$ cat config.mk
export PLATFORM = sky130hd
export DESIGN_NAME = signed_varint_byte_encoder_unit
export DESIGN_NICKNAME = d
export VERILOG_FILES = /design/src/svbe_pkg.sv /design/src/signed_varint_byte_encoder_unit.sv /design/src/svbe_serializer.sv
export SDC_FILE = /design/constraint.sdc
export NUM_CORES = 1
export LEC_CHECK = 0
export BUFFER_PORTS_ARGS = -buffer_cell sky130_fd_sc_hd__buf_4
export CORE_MARGIN = 4
export CORE_UTILIZATION = 43
export DETAILED_ROUTE_END_ITERATION = 8
export HOLD_SLACK_MARGIN = 0.12
export SETUP_SLACK_MARGIN = 0.15
export SLEW_MARGIN = 30
export SYNTH_ARGS = -nofsm -noshare
export SYNTH_HDL_FRONTEND = slang
export SYNTH_SLANG_ARGS = --single-unit
$ cat constraint.sdc
create_clock -name clk_i -period 3.09 [get_ports clk_i]
set_input_delay 0.618 -clock clk_i [delete_from_list [all_inputs] [get_ports clk_i]]
set_output_delay 0.618 -clock clk_i [all_outputs]
set_load 0.005 [all_outputs]
$ cat src/svbe_pkg.sv
// Shared constants, types and helper functions of the signed varint byte encoder.
package svbe_pkg;

  localparam int MaxBytes = 6;
  localparam int ByteW    = 7;
  localparam int CountW   = 3;
  localparam int GroupW   = 6;
  localparam int LowW     = 2;
  localparam int ValueW   = 32;

  localparam logic [ByteW-1:0] GroupOffset = 7'd64;

  typedef struct packed {
    logic [CountW-1:0]                count;
    logic [MaxBytes-1:0][ByteW-1:0]   bytes;
  } enc_t;

  // Total byte count: the header plus every group up to the highest non-zero one.
  function automatic logic [CountW-1:0] byte_count(input logic [ValueW-1:0] mag);
    logic [CountW-1:0] cnt;
    cnt = CountW'(1);
    for (int g = 1; g < MaxBytes; g++) begin
      if (mag[LowW + GroupW * (g - 1) +: GroupW] != '0) begin
        cnt = CountW'(g + 1);
      end
    end
    return cnt;
  endfunction

endpackage

$ cat src/signed_varint_byte_encoder_unit.sv
// Top level of the signed varint byte encoder: input pipeline, encoder and serialiser.
// Each accepted item yields one to six bytes, one per clock cycle, with last_o set on the
// final byte; a value whose magnitude fits in n bits beyond the two header bits takes
// 1 + ceil(n / 6) bytes. The item is registered in value1_q, mag2_q and enc3_q in turn before
// the serialiser loads it and puts its first byte on the outputs. The serialiser sends one
// byte per cycle, so the sustained item rate is set by the byte count of each item; up to
// three further items wait in the pipeline and busy rises when it is full. Results carry
// no back-pressure: each byte is on out_byte_o for exactly the one cycle in which strobe_o
// is high.
module signed_varint_byte_encoder_unit (
  input  logic                              clk_i,
  input  logic                              rst_ni,
  input  logic                              start,
  output logic                              busy,
  input  logic signed [svbe_pkg::ValueW-1:0] value_i,
  output logic                              strobe_o,
  output logic [svbe_pkg::ByteW-1:0]        out_byte_o,
  output logic                              last_o
);
  import svbe_pkg::*;

  logic              v1_q, v1_d, v2_q, v2_d, v3_q, v3_d;
  logic [ValueW-1:0] value1_q;
  logic [ValueW-1:0] mag2_q, mag2_d;
  logic              neg2_q;
  enc_t              enc3_q, enc3_d;
  logic              free1, free2, free3;
  logic              ser_ready;
  logic              ser_load;

  assign free3    = !v3_q || ser_ready;
  assign free2    = !v2_q || free3;
  assign free1    = !v1_q || free2;
  assign busy     = !free1;
  assign ser_load = v3_q && ser_ready;

  assign v1_d = free1 ? start : v1_q;
  assign v2_d = free2 ? v1_q : v2_q;
  assign v3_d = free3 ? v2_q : v3_q;

  assign mag2_d = value1_q[ValueW-1] ? (ValueW'(0) - value1_q) : value1_q;

  always_comb begin
    enc3_d.count    = byte_count(mag2_q);
    enc3_d.bytes[0] = {1'b1, enc3_d.count, neg2_q, mag2_q[LowW-1:0]};
    for (int k = 1; k < MaxBytes; k++) begin
      enc3_d.bytes[k] = GroupOffset | ByteW'(mag2_q[LowW + GroupW * (k - 1) +: GroupW]);
    end
  end

  always_ff @(posedge clk_i or negedge rst_ni) begin
    if (!rst_ni) begin
      v1_q <= 1'b0;
      v2_q <= 1'b0;
      v3_q <= 1'b0;
    end else begin
      v1_q <= v1_d;
      v2_q <= v2_d;
      v3_q <= v3_d;
    end
  end

  always_ff @(posedge clk_i) begin
    if (start && free1) begin
      value1_q <= value_i;
    end
    if (v1_q && free2) begin
      mag2_q <= mag2_d;
      neg2_q <= value1_q[ValueW-1];
    end
    if (v2_q && free3) begin
      enc3_q <= enc3_d;
    end
  end

  svbe_serializer u_serializer (
    .clk_i    (clk_i),
    .rst_ni   (rst_ni),
    .load_i   (ser_load),
    .enc_i    (enc3_q),
    .ready_o  (ser_ready),
    .strobe_o (strobe_o),
    .byte_o   (out_byte_o),
    .last_o   (last_o)
  );

`ifndef SYNTHESIS
  // The pipeline only pushes back when every stage holds an item.
  assert property (@(posedge clk_i) disable iff (!rst_ni) busy |-> (v1_q && v2_q && v3_q))
    else $error("busy raised while a pipeline stage is empty");

  assert property (@(posedge clk_i) disable iff (!rst_ni) last_o |-> strobe_o)
    else $error("last byte marked without a strobe");

  // The bytes of one item leave in consecutive cycles.
  assert property (@(posedge clk_i) disable iff (!rst_ni) (strobe_o && !last_o) |=> strobe_o)
    else $error("gap inside the bytes of one item");

  // A new item is only loaded into the serialiser once the previous one is finishing.
  assert property (@(posedge clk_i) disable iff (!rst_ni)
                   (ser_load && strobe_o) |-> last_o)
    else $error("serialiser reloaded before the last byte");
`endif

endmodule

$ cat src/svbe_serializer.sv
// Output serialiser: holds one encoded item and sends its bytes one per cycle.
module svbe_serializer (
  input  logic                            clk_i,
  input  logic                            rst_ni,
  input  logic                            load_i,
  input  svbe_pkg::enc_t                  enc_i,
  output logic                            ready_o,
  output logic                            strobe_o,
  output logic [svbe_pkg::ByteW-1:0]      byte_o,
  output logic                            last_o
);
  import svbe_pkg::*;

  logic [CountW-1:0]              rem_q, rem_d;
  logic [MaxBytes-1:0][ByteW-1:0] bytes_q, bytes_d;

  always_comb begin
    rem_d   = rem_q;
    bytes_d = bytes_q;
    if (load_i) begin
      rem_d   = enc_i.count;
      bytes_d = enc_i.bytes;
    end else if (rem_q != '0) begin
      rem_d   = rem_q - CountW'(1);
      bytes_d = {ByteW'(0), bytes_q[MaxBytes-1:1]};
    end
  end

  always_ff @(posedge clk_i or negedge rst_ni) begin
    if (!rst_ni) begin
      rem_q <= '0;
    end else begin
      rem_q <= rem_d;
    end
  end

  always_ff @(posedge clk_i) begin
    bytes_q <= bytes_d;
  end

  assign ready_o  = (rem_q == '0) || (rem_q == CountW'(1));
  assign strobe_o = (rem_q != '0);
  assign byte_o   = bytes_q[0];
  assign last_o   = (rem_q == CountW'(1));

endmodule

==> results.cfg <==
[clock_network]
cts_tree = yes
cts_resized = 0
clock_latency_ns = 0.42
numClockSinks = 149
clk_pin_slew_ns = 0.06
clock_buffers_created_by_tritoncts = 17
clock_tree.htree_level_count = 4
cts_buffer_depth = 2
cts.root.buffer_cell = clkbuf_16

[worst_setup_path]
regToRegSetupSlack_ns = 0.85
crit_type = reg -> out
setup.worst_path.start_class = register
crit-reg2reg-capture = mag2_q[30]
cp-startpoint = u_serializer.rem_q[0]
critical_path.endpoint_type = primary output
worstPathMaxFanout = 4
critical_path_arrival_ns = 1.82
crit_end = busy
data_required_time_of_the_critical_path_ns = 2.47
reg2reg_from = value1_q[0]
worst_r2r_path_depth = 6

[synthesis]
yosysSeqAreaShare_pct = 73.6
synth.avg_cell_area_um2 = 14.2
total_of_warnings_raised_by_yosys = 0
netlist_area_um2 = 6030
synthDistinctLibCells = 40
synth_flop_cell = edfxtp_1
syn-num-nets = 466
async_flop_share_pct = 4.03
post_synth_inst_count = 426
yosys_register_bits = 149
synth_edf_count = 143

[routing]
via_per_inst = 4.77
antenna_left = 0
drt-initial-drc-count = 193
wirelength_um = 9400
route.detailed.drc = 0
vias = 3200
post_drt_wl_per_cell_um = 14.0
detailedRoute.firstPassIterationCount = 5

[power_and_ir_drop]
p_leak_nw = 2.64
power_density_cells_nw_per_um2 = 1040
max-vdd-ir-drop_mv = 0.438

[die]
core_region_area_um2 = 13800
ios = 45
initial_core_util_pct = 43.6
die_area_um2 = 16000
chipHeight_um = 126
placementRows = 43
floorplan.die.width_um = 126

[cells_and_area]
areaGrowthSynthToFinish_pct = 19.8
layout.cells.most_common = edfxtp_1
drive_gt1_share_pct = 19.6
antenna_cells_inserted = 0
layout.cells.most_common_list = edfxtp_1 (143), nand2_1 (110), buf_4 (48), xnor2_1 (29), clkbuf_16 (17)
final_net_count = 518
final_design_area_no_fill_um2 = 7230
layoutNonFillerInstCount = 671

[placed_design]
hpwlAfterDp_um = 6340
gpl.final_weighted_congestion = 0.831
placed_cells = 637
placedInstanceArea_um2 = 6550
placement.io_buffers = 44

[global_route]
groute.usage.overall_pct = 12.7
gr-total-overflow = 0
largest_net_degree_at_the_start_of_global_routing = 39
grt_pass1_vias = 3231
grt_pass1_wl_um = 15800
number_of_antenna_violations_at_the_first_check_in_global_routing = 0

[sta]
finClkSkew_ns = 0.00703
finalHoldViolCount = 0
period_needed_ns = 2.43
final-max-slew-violation-count = 0
tightestPinTransition_ns = 0.716
max-slew-margin-rel_pct = 51.9
post-route-period-util_pct = 78.7
setup_viol_count_final = 0
whs_ns = 0.373
grt_setup_unrepaired = no
fin_tns_setup_ns = 0
maxClockFrequency_mhz = 411

[job]
drv_cap = 0

[hold_path]
min-delay-path-class = in -> reg

[run_status]
run_status = finished clean
cell usage after synthesis, types with 3 or more instances:
master / n / area, µm²
o31ai_1: 7 / 52.6
nand4_1: 3 / 18.8
xnor2_1: 29 / 254
nor3_1: 5 / 25.0
dfrtp_1: 6 / 150
o41ai_2: 4 / 65.1
o41ai_1: 4 / 35.0
nand2_1: 110 / 413
nand2b_1: 10 / 62.6
buf_4: 7 / 52.6
o21ai_0: 14 / 70.1
and2_1: 8 / 50.1
edfxtp_1: 143 / 4290
clkbuf_1: 9 / 33.8
nor4_1: 6 / 37.5
ha_1: 5 / 62.6
inv_1: 9 / 33.8
nor2_1: 10 / 37.5
nand3_1: 6 / 30.0
worst min-delay path by stage:
stage	start	end	slack, ns	depth (start not counted)
after floorplan	rst_ni	u_serializer.rem_q[0]	0.32	0
after global placement	mag2_q[0]	enc3_q[0]	0.40	0
after detailed placement	mag2_q[0]	enc3_q[0]	0.41	0
after CTS	value_i[7]	value1_q[7]	0.35	1
after global routing	value_i[0]	value1_q[0]	0.35	1
final	value_i[31]	value1_q[31]	0.37	1
registers in the layout, summed over array words and instances, names as in the netlist:
register,flops
value1_q,32
mag2_q,32
enc3_q,36
u_serializer.bytes_q,35
v1_q,1
neg2_q,1
v3_q,1
v2_q,1
u_serializer.rem_q,3
u_serializer.byte_o,7
area by class of cell:
cell class / instances / area [µm²]
repair buffers: 51 / 402
inverters: 9 / 33.8
well taps: 180 / 225
fillers: 1094 / 6600
clock buffers: 17 / 425
flip-flops and latches: 149 / 4440
clock inverters: 15 / 235
multi-input cells: 250 / 1470
power by group:
group	switching (W)	total, W	internal [W]
clock	0.000765	0.00227	0.00150
sequential	0.000369	0.00375	0.00338
combinational	0.000933	0.00151	0.000574
worst max-delay path, cell delays in order, from the launching register on:
cell and delay, ns:
dfrtp_1 0.35, inv_1 0.08, ha_1 0.22, o21bai_1 0.24, and3_1 0.26, nand2_1 0.10, inv_1 0.06, buf_4 0.10
cells by family after synthesis:
family | synth area share (%)
compound gates | 4.33
fa+ha+maj | 1.04
flops | 73.6
simple gates | 14.5
buf+inv | 2.11
xor+xnor | 4.35
per-layer routing:
metal | part of all wire [%] | wire [µm] | track usage [%] | vias up
met3 | 4.5 | 419 | 3.75 | 15
met1 | 46 | 4310 | 16.5 | 1481
met2 | 48 | 4510 | 19.9 | 69
li1 | - | - | - | 1635
met4 | 1.7 | 157 | 5.87 | 0
met5 | 0 | 0 | 0 | -
repair_timing:
item	in CTS	in global routing
hold endpoints to repair	6	0
hold buffers	1	0
setup buffers	0	0
stage by stage:
step | setup slack [ns] | total power, W | util [%]
final | 0.657 | 0.00752 | 52.3
after detailed placement | 0.810 | 0.00534 | 47.4
after global placement | 0.849 | 0.00527 | 47.4
after global routing | 0.483 | 0.00797 | 52.3
after CTS | 0.613 | 0.00762 | 52.2
after floorplan | 0.246 | 0.00482 | -
No activity file was read; power rests on OpenSTA's default activity.
